===== src/rtl/rrcs_pkg.sv =====
package rrcs_pkg;

    localparam int STORE_DEPTH = 32;
    localparam int IDX_W = $clog2(STORE_DEPTH);
    localparam int CNT_W = $clog2(STORE_DEPTH + 1);
    localparam int COORD_W = 16;

    localparam logic [1:0] OP_ADD = 2'd0;
    localparam logic [1:0] OP_INTERSECT = 2'd1;
    localparam logic [1:0] OP_SUBTRACT = 2'd2;
    localparam logic [1:0] OP_READ = 2'd3;

    localparam logic [1:0] STATUS_EMPTY = 2'd0;
    localparam logic [1:0] STATUS_NONEMPTY = 2'd1;
    localparam logic [1:0] STATUS_FULL = 2'd2;

    typedef struct packed {
        logic [COORD_W-1:0] fl;
        logic [COORD_W-1:0] fc;
        logic [COORD_W-1:0] ll;
        logic [COORD_W-1:0] lc;
    } rect_t;

    localparam int RECT_W = $bits(rect_t);

endpackage


===== src/rtl/rect_region_clip_subtract.sv =====
// Rectangle region store. Each input transaction is taken only while the block is idle.
// An add writes a non-inverted operand into the lowest free slot; the other ops walk the
// slots in order through the store's read port, and a subtract tries each candidate piece
// in turn for every overlapped rectangle. Each op gives one result transaction; a read
// gives one per stored rectangle in slot order, each waiting for the output register to
// be free.
module rect_region_clip_subtract (
    input  logic        clk,
    input  logic        rst_n,
    input  logic        in_valid,
    output logic        in_stall,
    input  logic [1:0]  op,
    input  logic [15:0] first_line,
    input  logic [15:0] first_column,
    input  logic [15:0] last_line,
    input  logic [15:0] last_column,
    output logic        out_valid,
    input  logic        out_stall,
    output logic [1:0]  status,
    output logic        rect_valid,
    output logic [15:0] out_first_line,
    output logic [15:0] out_first_column,
    output logic [15:0] out_last_line,
    output logic [15:0] out_last_column,
    output logic        last
);

    localparam logic [2:0] ST_IDLE = 3'd0;
    localparam logic [2:0] ST_ADD = 3'd1;
    localparam logic [2:0] ST_SCAN = 3'd2;
    localparam logic [2:0] ST_LOAD = 3'd3;
    localparam logic [2:0] ST_WORK = 3'd4;
    localparam logic [2:0] ST_PIECE = 3'd5;
    localparam logic [2:0] ST_FINISH = 3'd6;

    logic [2:0] state_reg, state_next;
    logic [1:0] op_reg, op_next;
    rrcs_pkg::rect_t opnd_reg, opnd_next;
    rrcs_pkg::rect_t r_reg, r_next;
    logic [rrcs_pkg::STORE_DEPTH-1:0] valid_reg, valid_next;
    logic [rrcs_pkg::STORE_DEPTH-1:0] snap_reg, snap_next;
    logic [rrcs_pkg::CNT_W-1:0] idx_reg, idx_next;
    logic [1:0] step_reg, step_next;
    logic full_reg, full_next;

    logic out_valid_reg, out_valid_next;
    logic [1:0] status_reg, status_next;
    logic rect_valid_reg, rect_valid_next;
    rrcs_pkg::rect_t out_rect_reg, out_rect_next;
    logic last_reg, last_next;

    logic we;
    logic [rrcs_pkg::IDX_W-1:0] waddr;
    rrcs_pkg::rect_t wdata;
    rrcs_pkg::rect_t rdata;
    logic [rrcs_pkg::RECT_W-1:0] rdata_bits;

    logic [rrcs_pkg::IDX_W-1:0] cur;
    logic free_found;
    logic [rrcs_pkg::IDX_W-1:0] free_idx;
    logic higher_valid;
    logic inverted;
    logic overlap;
    logic out_free;
    logic piece_cond;
    rrcs_pkg::rect_t piece;
    rrcs_pkg::rect_t trimmed;

    assign cur = idx_reg[rrcs_pkg::IDX_W-1:0];
    assign rdata = rdata_bits;

    rrcs_ram #(
        .WIDTH(rrcs_pkg::RECT_W),
        .DEPTH(rrcs_pkg::STORE_DEPTH)
    ) u_store (
        .clk  (clk),
        .we   (we),
        .waddr(waddr),
        .wdata(wdata),
        .raddr(cur),
        .rdata(rdata_bits)
    );

    always_comb
    begin
        free_found = 1'b0;
        free_idx = '0;
        for (int j = rrcs_pkg::STORE_DEPTH - 1; j >= 0; j--)
        begin
            if (!valid_reg[j])
            begin
                free_found = 1'b1;
                free_idx = rrcs_pkg::IDX_W'(j);
            end
        end
    end

    always_comb
    begin
        higher_valid = 1'b0;
        for (int j = 0; j < rrcs_pkg::STORE_DEPTH; j++)
        begin
            if (rrcs_pkg::CNT_W'(j) > idx_reg && snap_reg[j])
            begin
                higher_valid = 1'b1;
            end
        end
    end

    assign inverted = (opnd_reg.ll < opnd_reg.fl) || (opnd_reg.lc < opnd_reg.fc);
    assign overlap = !(r_reg.fl > opnd_reg.ll || r_reg.ll < opnd_reg.fl ||
                       r_reg.fc > opnd_reg.lc || r_reg.lc < opnd_reg.fc);
    assign out_free = !out_valid_reg || !out_stall;

    always_comb
    begin
        trimmed = r_reg;
        if (r_reg.fl < opnd_reg.fl) trimmed.fl = opnd_reg.fl;
        if (r_reg.ll > opnd_reg.ll) trimmed.ll = opnd_reg.ll;
        if (r_reg.fc < opnd_reg.fc) trimmed.fc = opnd_reg.fc;
        if (r_reg.lc > opnd_reg.lc) trimmed.lc = opnd_reg.lc;
    end

    always_comb
    begin
        piece = r_reg;
        piece_cond = 1'b0;
        case (step_reg)
            2'd0:
            begin
                piece_cond = r_reg.fl < opnd_reg.fl;
                piece.ll = opnd_reg.fl - 16'd1;
            end
            2'd1:
            begin
                piece_cond = r_reg.ll > opnd_reg.ll;
                piece.fl = opnd_reg.ll + 16'd1;
            end
            2'd2:
            begin
                piece_cond = r_reg.fc < opnd_reg.fc;
                piece.lc = opnd_reg.fc - 16'd1;
            end
            default:
            begin
                piece_cond = r_reg.lc > opnd_reg.lc;
                piece.fc = opnd_reg.lc + 16'd1;
            end
        endcase
    end

    always_comb
    begin
        state_next = state_reg;
        op_next = op_reg;
        opnd_next = opnd_reg;
        r_next = r_reg;
        valid_next = valid_reg;
        snap_next = snap_reg;
        idx_next = idx_reg;
        step_next = step_reg;
        full_next = full_reg;
        out_valid_next = out_valid_reg && out_stall;
        status_next = status_reg;
        rect_valid_next = rect_valid_reg;
        out_rect_next = out_rect_reg;
        last_next = last_reg;
        we = 1'b0;
        waddr = free_idx;
        wdata = opnd_reg;

        case (state_reg)
            ST_IDLE:
            begin
                if (in_valid)
                begin
                    op_next = op;
                    opnd_next = '{fl: first_line, fc: first_column,
                                  ll: last_line, lc: last_column};
                    snap_next = valid_reg;
                    idx_next = '0;
                    full_next = 1'b0;
                    state_next = (op == rrcs_pkg::OP_ADD) ? ST_ADD : ST_SCAN;
                end
            end
            ST_ADD:
            begin
                if (!inverted)
                begin
                    if (free_found)
                    begin
                        we = 1'b1;
                        valid_next[free_idx] = 1'b1;
                    end
                    else
                    begin
                        full_next = 1'b1;
                    end
                end
                state_next = ST_FINISH;
            end
            ST_SCAN:
            begin
                if (idx_reg == rrcs_pkg::CNT_W'(rrcs_pkg::STORE_DEPTH) ||
                    (op_reg == rrcs_pkg::OP_SUBTRACT && inverted))
                begin
                    state_next = ST_FINISH;
                end
                else if (snap_reg[cur])
                begin
                    state_next = ST_LOAD;
                end
                else
                begin
                    idx_next = idx_reg + rrcs_pkg::CNT_W'(1);
                end
            end
            ST_LOAD:
            begin
                r_next = rdata;
                step_next = '0;
                state_next = ST_WORK;
            end
            ST_WORK:
            begin
                case (op_reg)
                    rrcs_pkg::OP_READ:
                    begin
                        if (out_free)
                        begin
                            out_valid_next = 1'b1;
                            status_next = rrcs_pkg::STATUS_NONEMPTY;
                            rect_valid_next = 1'b1;
                            out_rect_next = r_reg;
                            last_next = !higher_valid;
                            idx_next = idx_reg + rrcs_pkg::CNT_W'(1);
                            state_next = ST_SCAN;
                        end
                    end
                    rrcs_pkg::OP_INTERSECT:
                    begin
                        if (inverted || !overlap)
                        begin
                            valid_next[cur] = 1'b0;
                        end
                        else
                        begin
                            we = 1'b1;
                            waddr = cur;
                            wdata = trimmed;
                        end
                        idx_next = idx_reg + rrcs_pkg::CNT_W'(1);
                        state_next = ST_SCAN;
                    end
                    default:
                    begin
                        if (overlap)
                        begin
                            state_next = ST_PIECE;
                        end
                        else
                        begin
                            idx_next = idx_reg + rrcs_pkg::CNT_W'(1);
                            state_next = ST_SCAN;
                        end
                    end
                endcase
            end
            ST_PIECE:
            begin
                if (piece_cond && !free_found)
                begin
                    we = 1'b1;
                    waddr = cur;
                    wdata = r_reg;
                    full_next = 1'b1;
                    state_next = ST_FINISH;
                end
                else
                begin
                    if (piece_cond)
                    begin
                        we = 1'b1;
                        wdata = piece;
                        valid_next[free_idx] = 1'b1;
                        if (step_reg == 2'd0) r_next.fl = opnd_reg.fl;
                        if (step_reg == 2'd1) r_next.ll = opnd_reg.ll;
                    end
                    step_next = step_reg + 2'd1;
                    if (step_reg == 2'd3)
                    begin
                        valid_next[cur] = 1'b0;
                        idx_next = idx_reg + rrcs_pkg::CNT_W'(1);
                        state_next = ST_SCAN;
                    end
                end
            end
            ST_FINISH:
            begin
                if (op_reg == rrcs_pkg::OP_READ && snap_reg != '0)
                begin
                    state_next = ST_IDLE;
                end
                else if (out_free)
                begin
                    out_valid_next = 1'b1;
                    rect_valid_next = 1'b0;
                    out_rect_next = '0;
                    last_next = 1'b1;
                    if (full_reg)
                        status_next = rrcs_pkg::STATUS_FULL;
                    else if (valid_reg == '0)
                        status_next = rrcs_pkg::STATUS_EMPTY;
                    else
                        status_next = rrcs_pkg::STATUS_NONEMPTY;
                    state_next = ST_IDLE;
                end
            end
            default:
            begin
                state_next = ST_IDLE;
            end
        endcase
    end

    always_ff @(posedge clk or negedge rst_n)
    begin
        if (!rst_n)
        begin
            state_reg <= ST_IDLE;
            valid_reg <= '0;
            out_valid_reg <= 1'b0;
            full_reg <= 1'b0;
            idx_reg <= '0;
            step_reg <= '0;
        end
        else
        begin
            state_reg <= state_next;
            valid_reg <= valid_next;
            out_valid_reg <= out_valid_next;
            full_reg <= full_next;
            idx_reg <= idx_next;
            step_reg <= step_next;
        end
    end

    always_ff @(posedge clk)
    begin
        op_reg <= op_next;
        opnd_reg <= opnd_next;
        r_reg <= r_next;
        snap_reg <= snap_next;
        status_reg <= status_next;
        rect_valid_reg <= rect_valid_next;
        out_rect_reg <= out_rect_next;
        last_reg <= last_next;
    end

    assign in_stall = state_reg != ST_IDLE;
    assign out_valid = out_valid_reg;
    assign status = status_reg;
    assign rect_valid = rect_valid_reg;
    assign out_first_line = out_rect_reg.fl;
    assign out_first_column = out_rect_reg.fc;
    assign out_last_line = out_rect_reg.ll;
    assign out_last_column = out_rect_reg.lc;
    assign last = last_reg;

endmodule


===== src/rtl/rrcs_ram.sv =====
module rrcs_ram #(
    parameter int WIDTH = 64,
    parameter int DEPTH = 32
) (
    input  logic                     clk,
    input  logic                     we,
    input  logic [$clog2(DEPTH)-1:0] waddr,
    input  logic [WIDTH-1:0]         wdata,
    input  logic [$clog2(DEPTH)-1:0] raddr,
    output logic [WIDTH-1:0]         rdata
);

    logic [WIDTH-1:0] mem [DEPTH];
    logic [WIDTH-1:0] rdata_reg;

    always_ff @(posedge clk)
    begin
        if (we)
        begin
            mem[waddr] <= wdata;
        end
        rdata_reg <= mem[raddr];
    end

    assign rdata = rdata_reg;

endmodule


===== config.mk =====
export PLATFORM = sky130hd
export DESIGN_NAME = rect_region_clip_subtract
export DESIGN_NICKNAME = d
export VERILOG_FILES = /design/src/rtl/rrcs_pkg.sv /design/src/rtl/rect_region_clip_subtract.sv /design/src/rtl/rrcs_ram.sv
export SDC_FILE = /design/constraint.sdc
export NUM_CORES = 2
export LEC_CHECK = 0
export BUFFER_PORTS_ARGS = -buffer_cell sky130_fd_sc_hd__buf_2
export CORE_MARGIN = 2
export CORE_UTILIZATION = 51
export DETAILED_ROUTE_END_ITERATION = 8
export PLACE_DENSITY = 0.73
export SYNTH_ARGS = -nofsm -noshare
export SYNTH_HDL_FRONTEND = slang
export SYNTH_HIERARCHICAL = 1
export SYNTH_SLANG_ARGS = --single-unit

===== constraint.sdc =====
create_clock -name clk -period 6.8 [get_ports clk]
set_input_delay 0.68 -clock clk [delete_from_list [all_inputs] [get_ports clk]]
set_output_delay 0.68 -clock clk [all_outputs]
set_load 0.1 [all_outputs]

Word-level counts from Yosys, hierarchy flattened

Memory sizes are Yosys's and may differ from the RTL's. A register that Yosys moved wholly into a read port is not among the register bits.
Cells that the tools add are included.

Memories: 1
Memory bits (writable): 2048
Logic and storage cells: 386
Output and inout port bits: 70
Input port bits: 70
Register bits after elaboration: 275

Order comparisons: 46
Reductions and logical operators: 70
Bitwise logic cells: 4
Add/subtract/negate cells: 6
Muxes and demuxes: 200
Equal/unequal tests: 36

Memories:

| name        | words | width | read ports | clocked after Yosys merged registers in | write ports | line           | RTL |
|---|---|---|---|---|---|---|---|
| u_store.mem | 32    | 64    | 1          | 1                                       | 1           | rrcs_ram.sv:13 | `logic [WIDTH-1:0] mem [DEPTH];` |

Operator list:

| cell                    | count |
|---|---|
| $mux W64                | 8 |
| $mux W32                | 9 |
| $pmux W64 S2            | 2 |
| $mux W16                | 14 |
| $mux W5                 | 35 |
| $gt A5 B6 Y1 const A    | 16 |
| $lt A16 B16 Y1          | 6 |
| $pmux W32 S3            | 1 |
| $mux W1                 | 90 |
| $and A32 B32 Y32        | 2 |
| $gt A16 B16 Y1          | 4 |
| $pmux W16 S2            | 2 |
| $gt A4 B6 Y1 const A    | 8 |
| $mux W6                 | 7 |
| $logic_and A1 B1 Y1     | 38 |
| $ne A2 B2 Y1 const B    | 18 |
| $add A16 B1 Y16 const B | 2 |
| $logic_not A32 Y1       | 1 |
| $not A32 Y32            | 1 |
| $or A32 B32 Y32         | 1 |
| $reduce_bool A32 Y1     | 1 |
| $sub A16 B1 Y16 const B | 2 |
| $mux W3                 | 9 |
| $gt A3 B6 Y1 const A    | 4 |
| other kinds (38)        | 81 |

Logic depth before layout (Yosys ltp)

Word-level depth: 44
Mapped depth: 17
Mapped depth without buffers: 14

Cells and area by module

Netlist, hierarchy kept.

Modules (own cells, without submodules):

| module                    | cells an instance | sequential area each (um^2) | times used | area each (um^2) |
|---|---|---|---|---|
| rrcs_ram                  | 3097              | 62780.2                     | 1          | 78980.7 |
| rect_region_clip_subtract | 1919              | 8032.7                      | 1          | 18789.3 |

Least setup slack after synthesis

No wires, ideal clock.

Kind: register to register
From: reg opnd_reg[18] (netlist name)
To: mem u_store.mem[18][0], enable pin
Stages on the path, launching flop included: 15
Required time: 6.313 ns
Setup time: 0.487 ns
Path buffers: 2
Data arrival time: 6.338 ns
Clock period less this slack: 6.825 ns
Slack: -0.025 ns
Path through: edfxtp_1 > clkbuf_1 > inv_1 > ha_1 > nand4_1 > or4_1 > a21oi_1 > a21oi_1 > a221o_1 > buf_2 > and4_1 > a31oi_1 > o21ai_0 > or3b_2 > nor2_1

Elaborated cells on any way between the ends: 22
Classes of those cells: 3 x order compare; 13 x mux; 6 x reduce/logical

RTL lines:

| element                         | line                             | RTL |
|---|---|---|
| start, declared                 | rect_region_clip_subtract.sv:38  | `rrcs_pkg::rect_t opnd_reg, opnd_next;` |
| start signal, assigned          | rect_region_clip_subtract.sv:351 | `opnd_reg <= opnd_next;` |
| $gt A16 B16 Y1                  | rect_region_clip_subtract.sv:111 | `assign overlap = !(r_reg.fl > opnd_reg.ll \|\| r_reg.ll < opnd_reg.fl \|\|` |
| $logic_or A1 B1 Y1 (2 in a row) | rect_region_clip_subtract.sv:111 |  |
| $logic_or A1 B1 Y1              | rect_region_clip_subtract.sv:112 | `r_reg.fc > opnd_reg.lc \|\| r_reg.lc < opnd_reg.fc);` |
| $logic_or A1 B1 Y1              | rect_region_clip_subtract.sv:242 | `if (inverted \|\| !overlap)` |
| $mux W5                         | rect_region_clip_subtract.sv:242 |  |
| $mux W5                         | rect_region_clip_subtract.sv:226 | `case (op_reg)` |
| $pmux W5 S2 (*)                 | rect_region_clip_subtract.sv:172 | `case (state_reg)` |
| named net waddr, one bit        | rect_region_clip_subtract.sv:53  | `logic [rrcs_pkg::IDX_W-1:0] waddr;` |
| end, declared                   | rrcs_ram.sv:13                   |  |

Mark *: on every way through the listed nets, which the timed path passes. The rest lies on a longest branch.

Final worst setup path

From: reg opnd_reg[23] (netlist name)
To: mem u_store.mem[17][57], enable pin

The elaborated chain is that of the path after synthesis.

==> impl_metrics.py <==
metrics = {
    "pwr": {
        "switching_share_pct": 31.0,
        "power_uw": 41800,
        "p_leak_uw": 0.0350,
        "vdd_ir_drop_max_mv": 0.403,
        "power_frac_comb_pct": 25.1,
        "power_frac_seq_pct": 44.1,
        "power_density_nw_per_um2": 378,
        "p_int_uw": 28900,
        "pwr-share-clk_pct": 30.7,
        "power_switching_uw": 13000,
    },
    "clock_tree": {
        "cts_tree": "built",
        "clock_sinks": 2387,
        "insertion_delay_ns": 0.91,
        "htree_num_levels": 4,
        "cts.path.max_buffers": 3,
        "cts-root-buf": "clkbuf_16",
        "clk_pin_slew_ns": 0.07,
        "cts_setup_buffers": 0,
        "numCtsBuffers": 225,
    },
    "yosys": {
        "seq_area_frac_synth_pct": 72.4,
        "yosys.area.top_type": "edfxtp_1",
        "avgSynthCellArea_um2": 19.5,
        "async_reset_ff_share_pct": 1.89,
        "synth_common_cells": "edfxtp_1 (2278), mux4_2 (610), nand2_1 (172), nor2_1 (172), ha_1 (167)",
        "post_synth_inst_count": 5016,
        "netlist_area_um2": 97800,
        "syn_nets": 5253,
        "synth_edf_count": 2278,
        "synth-seq-cells": 2387,
        "yosysTopAreaCellShare_pct": 70.0,
        "synth.area.top_cells": "edfxtp_1 (70%), mux4_2 (14%), ha_1 (2.1%), dfxtp_1 (1.3%), dfrtp_1 (1.2%)",
        "ys.flop_type": "edfxtp_1",
        "synth.most_common_cell": "edfxtp_1",
        "yosys.cell_types.count": 84,
        "synth_warnings": 6,
    },
    "sta": {
        "finalCritPeriodShare_pct": 94.7,
        "whs_ns": 0.0527,
        "rsz0062_at_grt": "no",
        "fin_crit_ns": 6.44,
        "worst_slew_pin_slew_ns": 1.36,
        "fmaxAchievable_mhz": 155,
        "fin_ws_ns": 0.361,
        "slew_viol_final": 0,
        "fin_worst_skew_ns": 0.0628,
        "relSlewSlack_pct": 9.62,
        "setup_viol": 0,
        "hold_violations": 0,
    },
    "floorplan": {
        "ios": 140,
        "fp.dieH_um": 442,
        "dieArea_um2": 195000,
        "initial_utilization_pct": 51.4,
        "rows": 160,
        "core_area_um2": 190000,
        "die_w_um": 442,
    },
    "drt": {
        "post_drt_wl_per_cell_um": 36.0,
        "drcViolationCount": 0,
        "drt-initial-drc-count": 8208,
        "wl_met1_um": 110000,
        "vias_per_cell": 6.69,
        "met3_length_um": 30000,
        "met2_length_um": 134000,
        "totalWireLength_um": 290000,
        "maxUsedRoutingLayer": "met5",
        "num_vias": 53900,
        "ant_nets": 0,
        "firstDrtPassIters": 8,
    },
    "job": {
        "cap_violations": 0,
    },
    "final_layout": {
        "final_util_pct": 58.1,
        "instances_no_fill": 8050,
        "flow.area_growth_from_synthesis_pct": 13.2,
        "fill_cells": 13600,
        "regMostFlops": "u_store/mem",
        "drive_above_1_share_pct": 25.9,
        "fin_nets": 5563,
        "largest_register_ff_count": 2048,
    },
    "placement": {
        "routabilityCongestion": 0.980,
        "dpl.hpwl_um": 176000,
        "dp_cells": 7593,
        "place_ws_ns": 0.419,
        "io_buffers": 139,
    },
    "grt": {
        "grt_pass1_vias": 52800,
        "grt_pass1_wl_um": 408000,
        "grt_max_degree": 129,
        "antenna_found_initial": 14,
        "grt_usage_pct": 29.7,
        "grt_overflow": 0,
    },
    "setup_path": {
        "cp-end-kind": "flip-flop",
        "critical_path_class": "reg2reg",
        "arrival_ns": 6.99,
        "worstPathRequired_ns": 7.35,
        "crit_fanout": 9,
        "crit_path_start_kind": "flip-flop",
    },
    "min_path": {
        "hold_class": "in2reg",
    },
    "run_status": {
        "status": "completed",
    },
}
## worst paths after layout
kind	from	to	slack (ns)	cells past startpoint
setup / recovery	opnd_reg[23]$_DFFE_PP_	u_store/mem[17][57]$_DFFE_PP_	0.36	14
hold / removal	first_column[13]	opnd_reg[45]$_DFFE_PP_	0.05	1
setup reg to reg	opnd_reg[23]$_DFFE_PP_	u_store/mem[17][57]$_DFFE_PP_	0.36	14
hold reg to reg	u_store/rdata[36]$_DFF_P_	r_reg[36]$_DFFE_PP_	0.40	0
max in group asynchronous	rst_n	idx_reg[2]$_DFFE_PN0P_	5.76	3
min in group asynchronous	rst_n	valid_reg[21]$_DFFE_PN0P_	0.46	3
## what timing repair did
item | 4_1_cts | 5_1_grt
gates resized for setup | 0 | 1
endpoints found under the hold margin | 61 | 0
hold buffers | 17 | 0
endpoints found under the setup margin | 0 | 11
## critical path: stages (launching register included)
cell	delay, ns
edfxtp_1	0.50
inv_1	0.27
ha_1	0.30
a21oi_1	0.15
o21ai_0	0.19
a221oi_1	0.70
o32ai_1	0.26
or4b_4	0.62
nor3_4	0.39
a31oi_1	0.32
nand3_1	0.22
o21ai_0	0.33
or3b_2	0.71
nor2_4	0.74
buf_4	0.35
## cell families after synthesis
logic type | share of synthesized area, %
AO/OA/AOI/OAI | 4.20
XOR/XNOR | 0.457
adder cells (fa/ha/maj) | 2.15
buffers and inverters | 1.56
flip-flops | 72.4
multiplexers | 15.5
AND/OR/NAND/NOR | 3.66
## cell usage in the layout (no fill, tap or decap), types with 56 or more instances in the layout
cell type / Yosys / final
edfxtp_1: 2278 / 2278
mux4_2: 610 / 610
clkbuf_16: 0 / 226
nand2_1: 172 / 171
ha_1: 167 / 167
buf_2: 73 / 139
nor2_1: 172 / 135
buf_4: 21 / 131
o21ai_0: 128 / 126
a21oi_1: 110 / 107
inv_1: 103 / 102
nand3_1: 82 / 82
mux2_2: 80 / 80
dfxtp_1: 64 / 64
mux2i_1: 56 / 56
and2_1: 57 / 56
## power by group through the flow
| stage | combinational [uW] | sequential (uW) | clock (uW) |
|---|---|---|---|
| 4_1_cts | 10400 | 18400 | 13000 |
| 3_5_place_dp | 10400 | 18700 | 0 |
| 3_3_place_gp | 10300 | 18700 | 0 |
| 6_report | 10500 | 18500 | 12900 |
| 2_1_floorplan | 6280 | 19100 | 0 |
| 5_1_grt | 11000 | 18500 | 13500 |
## per-stage QoR
step / setup TNS [ns] / cell area, um2
2_1_floorplan: -6.36 / 97800
3_3_place_gp: 0 / 103000
3_5_place_dp: 0 / 103000
4_1_cts: 0 / 111000
5_1_grt: 0 / 111000
6_report: 0 / 111000
## final cells by class
class | count | area (um2) | share of cell area [%]
multi-input cells | 2273 | 25800 | 23.4
clock inverters | 128 | 1530 | 1.39
flip-flops and latches | 2387 | 70800 | 64.0
repair buffers | 335 | 2810 | 2.54
clock buffers | 296 | 6070 | 5.48
well taps | 2511 | 3140 | 2.84
diodes | 16 | 40.0 | 0.0362
inverters | 104 | 390 | 0.353
## per-layer routing
metal / global-route usage, % / vias to the layer above
met5: 0 / -
met4: 14.9 / 8
met3: 5.56 / 574
met2: 45.3 / 3427
met1: 41.4 / 28300
li1: - / 21600
(Power assumes the default switching activity.)
